===== src/rtl/sfb_pkg.sv =====
`default_nettype none
// ----------------------------------------------------------------------------
// sfb_pkg
// Shared types and constants of the sensor frame builder: frame layout,
// job record passed from the front part to the back part.
// ----------------------------------------------------------------------------
package sfb_pkg;

  // frame layout
  localparam int unsigned FRAME_LEN = 14;
  localparam int unsigned POS_W     = 4;
  localparam logic [7:0]  SYNC_1    = 8'hB5;
  localparam logic [7:0]  SYNC_2    = 8'h62;
  localparam logic [7:0]  LEN_LOW   = 8'h06;
  localparam logic [7:0]  LEN_HIGH  = 8'h00;

  // byte positions inside a frame
  localparam logic [POS_W-1:0] POS_SYNC_1   = 4'd0;
  localparam logic [POS_W-1:0] POS_SYNC_2   = 4'd1;
  localparam logic [POS_W-1:0] POS_CLASS    = 4'd2;
  localparam logic [POS_W-1:0] POS_ID       = 4'd3;
  localparam logic [POS_W-1:0] POS_LEN_LOW  = 4'd4;
  localparam logic [POS_W-1:0] POS_LEN_HIGH = 4'd5;
  localparam logic [POS_W-1:0] POS_DATA_0   = 4'd6;
  localparam logic [POS_W-1:0] POS_DATA_1   = 4'd7;
  localparam logic [POS_W-1:0] POS_DATA_2   = 4'd8;
  localparam logic [POS_W-1:0] POS_DATA_3   = 4'd9;
  localparam logic [POS_W-1:0] POS_DATA_4   = 4'd10;
  localparam logic [POS_W-1:0] POS_DATA_5   = 4'd11;
  localparam logic [POS_W-1:0] POS_CK_A     = 4'd12;
  localparam logic [POS_W-1:0] POS_CK_B     = 4'd13;

  // field widths
  localparam int unsigned SLOT_W      = 4;   // holds any slot number up to 15
  localparam int unsigned SLOT_OUT_W  = 3;
  localparam int unsigned ERR_W       = 4;
  localparam int unsigned RCOUNT_W    = 16;
  localparam int unsigned DATA_BYTES  = 6;
  localparam logic [ERR_W-1:0]    ERR_MAX    = 4'hF;
  localparam logic [RCOUNT_W-1:0] RCOUNT_MAX = 16'hFFFF;

  // item op codes
  typedef enum logic [1:0] {
    OP_GOOD    = 2'd0,
    OP_FAIL    = 2'd1,
    OP_RELEASE = 2'd2,
    OP_UNUSED  = 2'd3
  } op_t;

  // configuration register indexes
  typedef enum logic [1:0] {
    CFG_CLASS = 2'd0,
    CFG_ID    = 2'd1,
    CFG_LIMIT = 2'd2,
    CFG_NONE  = 2'd3
  } cfg_idx_t;

  // kind of work handed to the back part
  typedef enum logic [1:0] {
    JOB_FRAME   = 2'd0,
    JOB_DROP    = 2'd1,
    JOB_RESTART = 2'd2
  } job_kind_t;

  typedef struct packed {
    job_kind_t                           kind;
    logic [SLOT_W-1:0]                   slot;
    logic [DATA_BYTES-1:0][7:0]          data;   // entry 0 is x_low
    logic [RCOUNT_W-1:0]                 rcount;
  } job_t;

  // queue depth between front and back
  localparam int unsigned QUEUE_DEPTH = 2;

endpackage
`default_nettype wire


===== src/rtl/sfb_front.sv =====
`default_nettype none
// ----------------------------------------------------------------------------
// sfb_front
// Accepts items, claims and releases send slots, keeps the error and
// restart counters and hands one job per result-bearing item to the queue.
// ----------------------------------------------------------------------------
module sfb_front #(
  parameter int unsigned SLOT_COUNT = 6
) (
  input  wire                          clk,
  input  wire                          rst,
  input  wire                          accept,
  input  wire  [1:0]                   op,
  input  wire  [sfb_pkg::DATA_BYTES-1:0][7:0] data,
  input  wire  [2:0]                   slot_to_free,
  input  wire  [sfb_pkg::ERR_W-1:0]    error_limit,
  output logic                         push,
  output sfb_pkg::job_t                job
);

  logic [SLOT_COUNT-1:0]            slot_busy;
  logic [SLOT_COUNT-1:0]            slot_busy_next;
  logic [sfb_pkg::ERR_W-1:0]        error_count;
  logic [sfb_pkg::ERR_W-1:0]        error_count_next;
  logic [sfb_pkg::RCOUNT_W-1:0]     restarts_done;
  logic [sfb_pkg::RCOUNT_W-1:0]     restarts_done_next;
  logic [sfb_pkg::SLOT_W-1:0]       found;
  logic                             found_any;
  logic [sfb_pkg::ERR_W-1:0]        err_inc;

  // highest-numbered free slot: later iterations win
  always_comb begin
    found     = '0;
    found_any = 1'b0;
    for (int j = 0; j < SLOT_COUNT; j++) begin
      if (!slot_busy[j]) begin
        found     = sfb_pkg::SLOT_W'(j);
        found_any = 1'b1;
      end
    end
  end

  assign err_inc = (error_count < sfb_pkg::ERR_MAX) ? error_count + 1'b1 : error_count;

  always_comb begin
    slot_busy_next     = slot_busy;
    error_count_next   = error_count;
    restarts_done_next = restarts_done;
    push               = 1'b0;
    job.kind           = sfb_pkg::JOB_FRAME;
    job.slot           = found;
    job.data           = data;
    job.rcount         = restarts_done;
    if (accept) begin
      unique case (sfb_pkg::op_t'(op))
        sfb_pkg::OP_GOOD: begin
          push = 1'b1;
          if (found_any) begin
            for (int j = 0; j < SLOT_COUNT; j++) begin
              if (found == sfb_pkg::SLOT_W'(j)) slot_busy_next[j] = 1'b1;
            end
          end else begin
            job.kind = sfb_pkg::JOB_DROP;
          end
        end
        sfb_pkg::OP_FAIL: begin
          if (err_inc >= error_limit) begin
            error_count_next = '0;
            if (restarts_done != sfb_pkg::RCOUNT_MAX) begin
              restarts_done_next = restarts_done + 1'b1;
            end
            push       = 1'b1;
            job.kind   = sfb_pkg::JOB_RESTART;
            job.rcount = restarts_done_next;
          end else begin
            error_count_next = err_inc;
          end
        end
        sfb_pkg::OP_RELEASE: begin
          for (int j = 0; j < SLOT_COUNT; j++) begin
            if ({1'b0, slot_to_free} == sfb_pkg::SLOT_W'(j)) slot_busy_next[j] = 1'b0;
          end
        end
        default: begin
        end
      endcase
    end
  end

  always_ff @(posedge clk) begin
    if (rst) begin
      slot_busy     <= '0;
      error_count   <= '0;
      restarts_done <= '0;
    end else begin
      slot_busy     <= slot_busy_next;
      error_count   <= error_count_next;
      restarts_done <= restarts_done_next;
    end
  end

endmodule
`default_nettype wire


===== src/rtl/sfb_queue.sv =====
`default_nettype none
// ----------------------------------------------------------------------------
// sfb_queue
// Short job queue between the front and the back part.
// ----------------------------------------------------------------------------
module sfb_queue (
  input  wire            clk,
  input  wire            rst,
  input  wire            push,
  input  sfb_pkg::job_t  push_job,
  input  wire            pop,
  output logic           full,
  output logic           not_empty,
  output sfb_pkg::job_t  head
);

  localparam int unsigned PTR_W = (sfb_pkg::QUEUE_DEPTH > 1) ? $clog2(sfb_pkg::QUEUE_DEPTH) : 1;
  localparam int unsigned CNT_W = $clog2(sfb_pkg::QUEUE_DEPTH + 1);
  localparam logic [PTR_W-1:0] PTR_LAST = PTR_W'(sfb_pkg::QUEUE_DEPTH - 1);
  localparam logic [CNT_W-1:0] CNT_FULL = CNT_W'(sfb_pkg::QUEUE_DEPTH);

  sfb_pkg::job_t     entries [sfb_pkg::QUEUE_DEPTH];
  logic [PTR_W-1:0]  wr_ptr;
  logic [PTR_W-1:0]  rd_ptr;
  logic [CNT_W-1:0]  count;

  assign full      = (count == CNT_FULL);
  assign not_empty = (count != '0);
  assign head      = entries[rd_ptr];

  always_ff @(posedge clk) begin
    if (push) entries[wr_ptr] <= push_job;
  end

  always_ff @(posedge clk) begin
    if (rst) begin
      wr_ptr <= '0;
      rd_ptr <= '0;
      count  <= '0;
    end else begin
      if (push) wr_ptr <= (wr_ptr == PTR_LAST) ? '0 : wr_ptr + 1'b1;
      if (pop)  rd_ptr <= (rd_ptr == PTR_LAST) ? '0 : rd_ptr + 1'b1;
      if (push && !pop) begin
        count <= count + 1'b1;
      end else if (pop && !push) begin
        count <= count - 1'b1;
      end
    end
  end

endmodule
`default_nettype wire


===== src/rtl/sfb_back.sv =====
`default_nettype none
// ----------------------------------------------------------------------------
// sfb_back
// Byte sequencer: walks the queue head job one result per cycle unless the
// output stalls, builds the running checksums and holds the output register.
// ----------------------------------------------------------------------------
module sfb_back (
  input  wire                           clk,
  input  wire                           rst,
  input  wire                           job_valid,
  input  sfb_pkg::job_t                 job,
  input  wire  [7:0]                    message_class,
  input  wire  [7:0]                    message_id,
  output logic                          pop,
  output logic                          out_valid,
  input  wire                           out_ready,
  output logic [7:0]                    frame_byte,
  output logic                          byte_valid,
  output logic [sfb_pkg::SLOT_OUT_W-1:0] slot,
  output logic                          last,
  output logic                          dropped,
  output logic                          restart,
  output logic [sfb_pkg::RCOUNT_W-1:0]  restart_count
);

  logic [sfb_pkg::POS_W-1:0] pos;
  logic [7:0]                ck_a;
  logic [7:0]                ck_b;
  logic [7:0]                cur_byte;
  logic [7:0]                ck_a_next;
  logic                      advance;
  logic                      is_frame;
  logic                      cur_last;
  logic                      in_sum;

  assign advance  = job_valid && (!out_valid || out_ready);
  assign is_frame = (job.kind == sfb_pkg::JOB_FRAME);
  assign cur_last = !is_frame || (pos == sfb_pkg::POS_CK_B);
  assign pop      = advance && cur_last;
  assign in_sum   = (pos >= sfb_pkg::POS_CLASS) && (pos <= sfb_pkg::POS_DATA_5);
  assign ck_a_next = ck_a + cur_byte;

  always_comb begin
    unique case (pos)
      sfb_pkg::POS_SYNC_1:   cur_byte = sfb_pkg::SYNC_1;
      sfb_pkg::POS_SYNC_2:   cur_byte = sfb_pkg::SYNC_2;
      sfb_pkg::POS_CLASS:    cur_byte = message_class;
      sfb_pkg::POS_ID:       cur_byte = message_id;
      sfb_pkg::POS_LEN_LOW:  cur_byte = sfb_pkg::LEN_LOW;
      sfb_pkg::POS_LEN_HIGH: cur_byte = sfb_pkg::LEN_HIGH;
      sfb_pkg::POS_DATA_0:   cur_byte = job.data[0];
      sfb_pkg::POS_DATA_1:   cur_byte = job.data[1];
      sfb_pkg::POS_DATA_2:   cur_byte = job.data[2];
      sfb_pkg::POS_DATA_3:   cur_byte = job.data[3];
      sfb_pkg::POS_DATA_4:   cur_byte = job.data[4];
      sfb_pkg::POS_DATA_5:   cur_byte = job.data[5];
      sfb_pkg::POS_CK_A:     cur_byte = ck_a;
      sfb_pkg::POS_CK_B:     cur_byte = ck_b;
      default:               cur_byte = '0;
    endcase
  end

  // sequencer and checksum state
  always_ff @(posedge clk) begin
    if (rst) begin
      pos  <= '0;
      ck_a <= '0;
      ck_b <= '0;
    end else if (advance) begin
      if (cur_last) begin
        pos  <= '0;
        ck_a <= '0;
        ck_b <= '0;
      end else begin
        pos <= pos + 1'b1;
        if (in_sum) begin
          ck_a <= ck_a_next;
          ck_b <= ck_b + ck_a_next;
        end
      end
    end
  end

  always_ff @(posedge clk) begin
    if (rst) begin
      out_valid <= 1'b0;
    end else if (advance) begin
      out_valid <= 1'b1;
    end else if (out_ready) begin
      out_valid <= 1'b0;
    end
  end

  // payload of the output register
  always_ff @(posedge clk) begin
    if (advance) begin
      frame_byte    <= is_frame ? cur_byte : 8'h00;
      byte_valid    <= is_frame;
      slot          <= is_frame ? job.slot[sfb_pkg::SLOT_OUT_W-1:0] : '0;
      last          <= cur_last;
      dropped       <= (job.kind == sfb_pkg::JOB_DROP);
      restart       <= (job.kind == sfb_pkg::JOB_RESTART);
      restart_count <= job.rcount;
    end
  end

`ifndef SYNTHESIS
  a_pos_range: assert property (@(posedge clk) disable iff (rst)
    pos <= sfb_pkg::POS_CK_B)
    else $error("byte position past end of frame");

  a_single_at_start: assert property (@(posedge clk) disable iff (rst)
    (job_valid && !is_frame) |-> (pos == '0))
    else $error("single-result job found mid-frame");

  a_no_byte_last: assert property (@(posedge clk) disable iff (rst)
    (out_valid && !byte_valid) |-> (last && (dropped != restart)))
    else $error("non-frame result is not a lone dropped or restart result");

  a_frame_clean: assert property (@(posedge clk) disable iff (rst)
    (advance && !cur_last) |=> (out_valid && byte_valid && !last))
    else $error("frame byte lost its flags");
`endif

endmodule
`default_nettype wire


===== src/rtl/sensor_frame_builder_with_slots_unit.sv =====
`default_nettype none
// ----------------------------------------------------------------------------
// sensor_frame_builder_with_slots_unit
// Builds 14-byte sensor frames with a Fletcher checksum into free send
// slots, counts failed reads and flags restarts.
// ----------------------------------------------------------------------------
//  channel   handshake                  payload
//  --------  -------------------------  --------------------------------------
//  input     in_valid / in_ready        op, x/y/z low/high bytes, slot_to_free
//  output    out_valid / out_ready      frame_byte, byte_valid, slot, last,
//                                       dropped, restart, restart_count
//  config    cfg_valid / cfg_ready      cfg_index, cfg_data
//
//  a good read with a free slot gives 14 results, one per cycle while the
//  output is not stalled, from the back sequencer's byte walk; dropped and
//  restart items give one result; the front keeps classifying into the
//  two-entry job queue while the back part still streams a frame
//  reset is synchronous: all slots free, counters zero, config at defaults
//  a stalled output holds the back part; the front stalls only on a full queue
// ----------------------------------------------------------------------------
module sensor_frame_builder_with_slots_unit #(
  parameter int unsigned SLOT_COUNT = 6
) (
  input  wire         clk,
  input  wire         rst,
  // input items
  input  wire         in_valid,
  output logic        in_ready,
  input  wire  [1:0]  op,
  input  wire  [7:0]  x_low,
  input  wire  [7:0]  x_high,
  input  wire  [7:0]  y_low,
  input  wire  [7:0]  y_high,
  input  wire  [7:0]  z_low,
  input  wire  [7:0]  z_high,
  input  wire  [2:0]  slot_to_free,
  // result items
  output logic        out_valid,
  input  wire         out_ready,
  output logic [7:0]  frame_byte,
  output logic        byte_valid,
  output logic [2:0]  slot,
  output logic        last,
  output logic        dropped,
  output logic        restart,
  output logic [15:0] restart_count,
  // configuration writes
  input  wire         cfg_valid,
  output logic        cfg_ready,
  input  wire  [1:0]  cfg_index,
  input  wire  [7:0]  cfg_data
);

  logic [7:0]                  message_class;
  logic [7:0]                  message_id;
  logic [sfb_pkg::ERR_W-1:0]   error_limit;

  logic                        in_accept;
  logic                        push;
  sfb_pkg::job_t               push_job;
  logic                        pop;
  logic                        q_full;
  logic                        q_not_empty;
  sfb_pkg::job_t               head;
  logic [sfb_pkg::DATA_BYTES-1:0][7:0] data;

  // configuration registers, always ready
  assign cfg_ready = 1'b1;

  always_ff @(posedge clk) begin
    if (rst) begin
      message_class <= 8'd17;
      message_id    <= 8'd1;
      error_limit   <= 4'd10;
    end else if (cfg_valid) begin
      unique case (sfb_pkg::cfg_idx_t'(cfg_index))
        sfb_pkg::CFG_CLASS: message_class <= cfg_data;
        sfb_pkg::CFG_ID:    message_id    <= cfg_data;
        sfb_pkg::CFG_LIMIT: error_limit   <= cfg_data[sfb_pkg::ERR_W-1:0];
        default: begin
        end
      endcase
    end
  end

  // front accepts whenever a job would still fit
  assign in_ready  = !q_full;
  assign in_accept = in_valid && in_ready;

  // payload bytes in frame order
  assign data = {z_high, z_low, y_high, y_low, x_high, x_low};

  sfb_front #(
    .SLOT_COUNT (SLOT_COUNT)
  ) u_front (
    .clk          (clk),
    .rst          (rst),
    .accept       (in_accept),
    .op           (op),
    .data         (data),
    .slot_to_free (slot_to_free),
    .error_limit  (error_limit),
    .push         (push),
    .job          (push_job)
  );

  sfb_queue u_queue (
    .clk       (clk),
    .rst       (rst),
    .push      (push),
    .push_job  (push_job),
    .pop       (pop),
    .full      (q_full),
    .not_empty (q_not_empty),
    .head      (head)
  );

  // back part streams the head job into the output register
  sfb_back u_back (
    .clk           (clk),
    .rst           (rst),
    .job_valid     (q_not_empty),
    .job           (head),
    .message_class (message_class),
    .message_id    (message_id),
    .pop           (pop),
    .out_valid     (out_valid),
    .out_ready     (out_ready),
    .frame_byte    (frame_byte),
    .byte_valid    (byte_valid),
    .slot          (slot),
    .last          (last),
    .dropped       (dropped),
    .restart       (restart),
    .restart_count (restart_count)
  );

endmodule
`default_nettype wire

===== config.mk =====
export PLATFORM = sky130hd
export DESIGN_NAME = sensor_frame_builder_with_slots_unit
export DESIGN_NICKNAME = d
export VERILOG_FILES = /design/src/rtl/sfb_pkg.sv /design/src/rtl/sfb_front.sv /design/src/rtl/sfb_queue.sv /design/src/rtl/sfb_back.sv /design/src/rtl/sensor_frame_builder_with_slots_unit.sv
export SDC_FILE = /design/constraint.sdc
export NUM_CORES = 1
export LEC_CHECK = 0
export BUFFER_PORTS_ARGS = -buffer_cell sky130_fd_sc_hd__buf_2
export CORE_MARGIN = 3
export CORE_UTILIZATION = 57
export CTS_BUF_LIST = sky130_fd_sc_hd__clkbuf_2
export DETAILED_ROUTE_END_ITERATION = 7
export PLACE_DENSITY = 0.77
export RECOVER_POWER = 25
export SLEW_MARGIN = 0
export SYNTH_ARGS = -nofsm -noshare
export SYNTH_HDL_FRONTEND = slang
export SYNTH_HIERARCHICAL = 1
export SYNTH_SLANG_ARGS = --single-unit

===== constraint.sdc =====
create_clock -name clk -period 12 [get_ports clk]
set_input_delay 0.6 -clock clk [delete_from_list [all_inputs] [get_ports clk]]
set_output_delay 0.6 -clock clk [all_outputs]
set_load 0.05 [all_outputs]

==> reports/results.txt, run 1 <==
Min-Delay Path Class: in -> reg
Fmax: 200 MHz
Crit Path Category: reg -> reg
Clock skew: 44.1 ps
Drt wl/cell: 18.1 um
Pre-antenna DRT Iters: 5
# rows: 50
Overall global routing resource usage: 22.0%
Critical path arrival: 5730 ps
Die area: 0.0216 mm2
Critical path's top delay family: compound AO/OA/AOI/OAI gates
Power Density: 170 mW/mm2
Die X: 147 um
Max VDD drop: 0.106 mV
Starting density of the core: 59.2%
R2R depth: 19
Setup bufs post-CTS: 0
RSZ-0062 raised after global routing: false
Dpl cell area: 0.0116 mm2
Synthesized Nets: 989
Status: finished with violations
IO Port Bufs: 100
Leak: 0.00470 uW
Mapped Area: 0.0113 mm2
Cell Chain, Critical Path: buf_4 -> mux2_2 -> a222oi_1 -> nor2_1 -> a31oi_1 -> o21ai_0 -> ha_1 -> fa_1 -> a21o_1 -> a21oi_1 -> o21bai_1 -> a21oi_1 -> xnor2_1 -> ha_1 -> or3_1 -> o22ai_1 -> xnor2_1 -> xnor2_1 -> a32o_1
TritonCTS clock tree: done
Clock transition at path regs: 110 ps
Layout cell share with drive strength beyond 1: 24.7%
Max Cap Viol: 1
CTS Buf Count: 59
Vias per cell: 5.62
Crit-path max FO: 69
Via count: 7,480
CP max stage delay: 680 ps
Relative slew slack: -138%
Overall die height: 147 um
Yosys warning count: 6
Slowest CP cell: buf_4
Initial DRC count: 666
Setup TNS: 0 ps
Final min period: 4990 ps
Worst slack, placed: 7030 ps
Vias in the first global route: 7,406
Hold Buf Count CTS: 52
CP most frequent cell: xnor2_1
ANT nets after route: 0
Buffers & Inverters on Critical Path: 1
CTS H-tree lvls: 2
Post-Syn Instances: 894
Final net count: 1,122
Worst-margin pin slew: 3570 ps
Clk_lat worst skew: 830 ps
CP Depth: 19
RePlAce Congestion: 0.898
FF-to-FF setup slack: 7010 ps
Mapped Avg Cell Area: 12.7 um2
Clock Sinks: 241
Slew Viols, Final: 89
Root Buffer: clkbuf_2
Final Instance Area: 0.0126 mm2
Routed WL: 24,100 um
Post-CTS Resized: 0
Worst Setup End Kind: register
Worst r2r dst: u_back/ck_b[7]
Fin. Hold Viols: 0
Final worst slack: 7010 ps
Core area: 0.0191 mm2
Fillers: 1,514
Hpwl dp: 15,200 um
Tcrit/Tclk final: 41.6%
Deepest clock path buffer count: 3
GRT overflow: 0
Global-route wire length before repair: 38,200 um
Crit path to: u_back/ck_b[7]
Setup crit start kind: register
Power consumption: 2150 uW
Largest net degree at the start of global routing: 89
Required @ worst endpoint: 12,740 ps
Initial antenna violation count: 1
Area Growth Syn to Fin: 11.5%
Io pins: 102
Failing checks: capacitance limit, slew limit
Drt drc: 0
Setup-failing EPs final: 0
==> layer usage <==
layer	track usage, %	part of all wire, %
met4	7.97	2.1
met2	36.3	49
met3	4.26	7.4
met1	29.4	42
met5	0	0
==> where the power goes <==
group	switching [uW]	leakage, uW	internal (uW)
clock network	315	0.000407	227
registers	21.6	0.00215	973
logic	403	0.00214	213
==> cells in the final DEF, fill, tap and decap left out, types with 20 or more instances in the layout <==
cell / n
edfxtp_1: 169
clkbuf_2: 84
mux2_2: 75
dfxtp_1: 71
nor2_1: 59
buf_2: 56
dlygate4sd3_1: 52
clkbuf_1: 42
nand2_1: 32
a21oi_1: 29
nand2b_1: 28
mux2i_1: 26
ha_1: 25
nand3_1: 23
o21ai_0: 23
inv_1: 21
clkinv_1: 20
==> layout make-up <==
type	count	area, um2	share of cell area [%]
Inverter	24	90.1	0.713
Clock inverter	24	145	1.15
Tap cell	260	325	2.57
Timing Repair Buffer	162	1040	8.23
Antenna cell	1	2.50	0.0198
Clock buffer	81	405	3.21
Sequential cell	241	6520	51.5
Multi-Input combinational cell	539	4120	32.6
==> sequential cells by signal (all words and copies together), names as in the netlist, 2 cells and up, named ones only <==
| signal | flops |
|---|---|
| u_queue/entries | 138 |
| u_back/restart_count | 16 |
| u_front/restarts_done | 16 |
| message_class | 8 |
| message_id | 8 |
| u_back/ck_a | 8 |
| u_back/ck_b | 8 |
| u_back/frame_byte | 8 |
| u_front/slot_busy | 6 |
| error_limit | 4 |
| u_back/pos | 4 |
| u_front/error_count | 4 |
| u_back/slot | 3 |
| u_queue/count | 2 |
==> worst min path at each step <==
stage | to | depth (start not counted) | slack, ps | startpoint
after global routing | error_limit[0] | 3 | 60 | cfg_data[0]
after global placement | message_id[4] | 2 | 460 | message_id[4]
after floorplan | message_id[2] | 2 | 450 | message_id[2]
after CTS | message_class[5] | 3 | 0.1 | cfg_data[5]
final | message_class[5] | 3 | 100 | cfg_data[5]
after detailed placement | message_id[4] | 2 | 470 | message_id[4]
==> stage by stage <==
stage	utilization [%]	instances	hold WS (ps)
2_1_floorplan	-	894	446
3_3_place_gp	60.7	1174	462
3_5_place_dp	60.7	1174	469
4_1_cts	66.3	1331	0.143
5_1_grt	66.0	1332	56.7
6_report	66.0	1332	101
==> worst min-delay path, cell delays in order <==
cell and delay (ps):
buf_2 120, nand2b_1 100, mux2i_1 70
(Power assumes the default switching activity.)
==> run 2: changes to the inputs <==
--- a/config.mk
+++ b/config.mk
@@ -5,6 +5,7 @@
 export SDC_FILE = /design/constraint.sdc
 export NUM_CORES = 1
 export LEC_CHECK = 0
+export ABC_AREA = 1
 export BUFFER_PORTS_ARGS = -buffer_cell sky130_fd_sc_hd__buf_2
 export CORE_MARGIN = 3
 export CORE_UTILIZATION = 57
==> constraint.sdc (replaced) <==
create_clock -name clk -period 5.1 [get_ports clk]
set_input_delay 0.255 -clock clk [delete_from_list [all_inputs] [get_ports clk]]
set_output_delay 0.255 -clock clk [all_outputs]
set_load 0.05 [all_outputs]
==> run 2 against run 1 <==
The run now ends clean; worst hold slack better by 50 ps; setup slack lost 6100 ps; core utilization is 1.7 points higher; cell count up 19%; first-iteration DRC count grew 17%; clock skew increased by 24 ps; largest power group unchanged; highest routed layer unchanged; clock-buffer cell count is 4 lower; die area grew 3.6%; wire length up 5.4%; sequential cell count is the same.
==> reports/results.txt, run 2 <==
Max Cap Viol: 0
Core area: 0.0198 mm2
Clock skew: 68.1 ps
Clock transition at path regs: 110 ps
Clock Sinks: 241
Fmax: 236 MHz
Hpwl dp: 16,600 um
Relative slew slack: 25.9%
Crit Path Category: reg -> reg
Die X: 150 um
Largest net degree at the start of global routing: 71
Setup-failing EPs final: 0
Top Registers: u_queue/entries x138, u_back/restart_count x16, u_front/restarts_done x16
Top reg by flops: u_queue/entries
Largest register FFs: 138
Final core occ: 67.8%
GRT overflow: 0
Worst-margin pin slew: 1110 ps
Post-Syn Instances: 1,084
Die area: 0.0224 mm2
Overall global routing resource usage: 22.6%
Yosys warning count: 6
Pre-antenna DRT Iters: 7
Commonest non-fill, non-tap cell in the layout: nand2_1
Slew Viols, Final: 0
Hold_sp: x_high[6]
Most frequent cells in the layout: nand2_1, edfxtp_1, inv_1
Final min period: 4240 ps
RePlAce Congestion: 0.937
Status: completed
Post-Layout Cell Count: 1,583
Required @ worst endpoint: 5780 ps
Starting density of the core: 59.3%
Deepest clock path buffer count: 3
Max VDD drop: 0.412 mV
Post-CTS Resized: 0
Crit-path max FO: 27
Area Growth Syn to Fin: 14.3%
Drt drc: 0
Vias per cell: 5.26
CTS H-tree lvls: 2
Routed WL: 25,400 um
Setup crit start kind: register
ANT nets after route: 0
Fin. Hold Viols: 0
Register area: 0.00652 mm2
Leak: 0.00568 uW
Vias in the first global route: 8,042
# rows: 51
Worst Setup End Kind: register
Mapped Avg Cell Area: 10.9 um2
Io pins: 102
Initial antenna violation count: 1
Layout cell share with drive strength beyond 1: 21.3%
Area occupied by multi-input gates: 0.00403 mm2
Clk_lat worst skew: 840 ps
Power Density: 421 mW/mm2
IO Port Bufs: 100
RSZ-0062 raised after global routing: false
Initial DRC count: 779
Via count: 8,324
Drt wl/cell: 16.0 um
TritonCTS clock tree: done
Min-Delay Path Class: in -> reg
Tcrit/Tclk final: 83.2%
Mapped Area: 0.0118 mm2
Synthesized Nets: 1,179
Root Buffer: clkbuf_2
Fillers: 1,499
Global-route wire length before repair: 40,300 um
Power consumption: 5660 uW
Critical path arrival: 4920 ps
Setup TNS: 0 ps
DP Cell Count: 1,382
Final net count: 1,363
Overall die height: 150 um
CTS Buf Count: 57
[run 2: final timing paths]
| path | to | slack, ps | cells past startpoint |
|---|---|---|---|
| hold / removal | u_queue/entries[1][30] | 150 | 2 |
| setup reg to reg | u_back/ck_b[7] | 860 | 21 |
| hold reg to reg | error_limit[3] | 480 | 2 |
| setup / recovery | u_back/ck_b[7] | 860 | 21 |
[run 2: per-stage QoR]
stage | hold slack [ps] | setup WS (ps) | cell area (um2)
2_1_floorplan | 327 | 38.7 | 11800
4_1_cts | 56.8 | 916 | 13500
5_1_grt | 106 | 474 | 13500
3_3_place_gp | 443 | 1030 | 12000
6_report | 151 | 858 | 13500
3_5_place_dp | 446 | 944 | 12000
[run 2: per-layer routing]
layer / GRT usage, % / routed length [um] / vias to the layer above
met3: 4.15 / 1810 / 41
met4: 7.87 / 498 / 0
met1: 31.3 / 11000 / 3913
li1: - / - / 4064
met5: 0 / 0 / -
met2: 36.1 / 12100 / 306
[run 2: layout make-up]
class	instances	area share, %
Clock buffer	77	2.87
Antenna cell	1	0.0186
Sequential cell	241	48.5
Inverter	147	4.12
Timing Repair Buffer	203	10.9
Multi-Input combinational cell	618	30.0
Clock inverter	31	1.20
Tap cell	265	2.47
[run 2: power by group]
group          leakage, uW  internal (uW)  switching [uW]
registers          0.00216           2350             126
logic              0.00313            686            1250
clock network     0.000401            477             766
total              0.00568           3510            2140
[run 2: critical path, stage by stage, from the launching register on]
cell and delay [ps]:
dfxtp_4 680, buf_4 350, mux2_4 330, nand3_1 80, nand2_1 80, a221oi_1 210, nand4_1 180, ha_1 380
a21o_1 180, a31oi_1 230, nor2_1 70, nor2_1 90, nor2_1 50, nor2_1 110, xnor2_1 160, ha_1 310
a21oi_1 150, o21ai_0 90, nor2_1 150, nand3_1 90, nand3_1 100, a21oi_2 50
[run 2: what timing repair did]
| item | in CTS | in global routing |
|---|---|---|
| endpoints found under the hold margin | 150 | 0 |
| setup buffers | 0 | 0 |
| hold buffers | 92 | 0 |
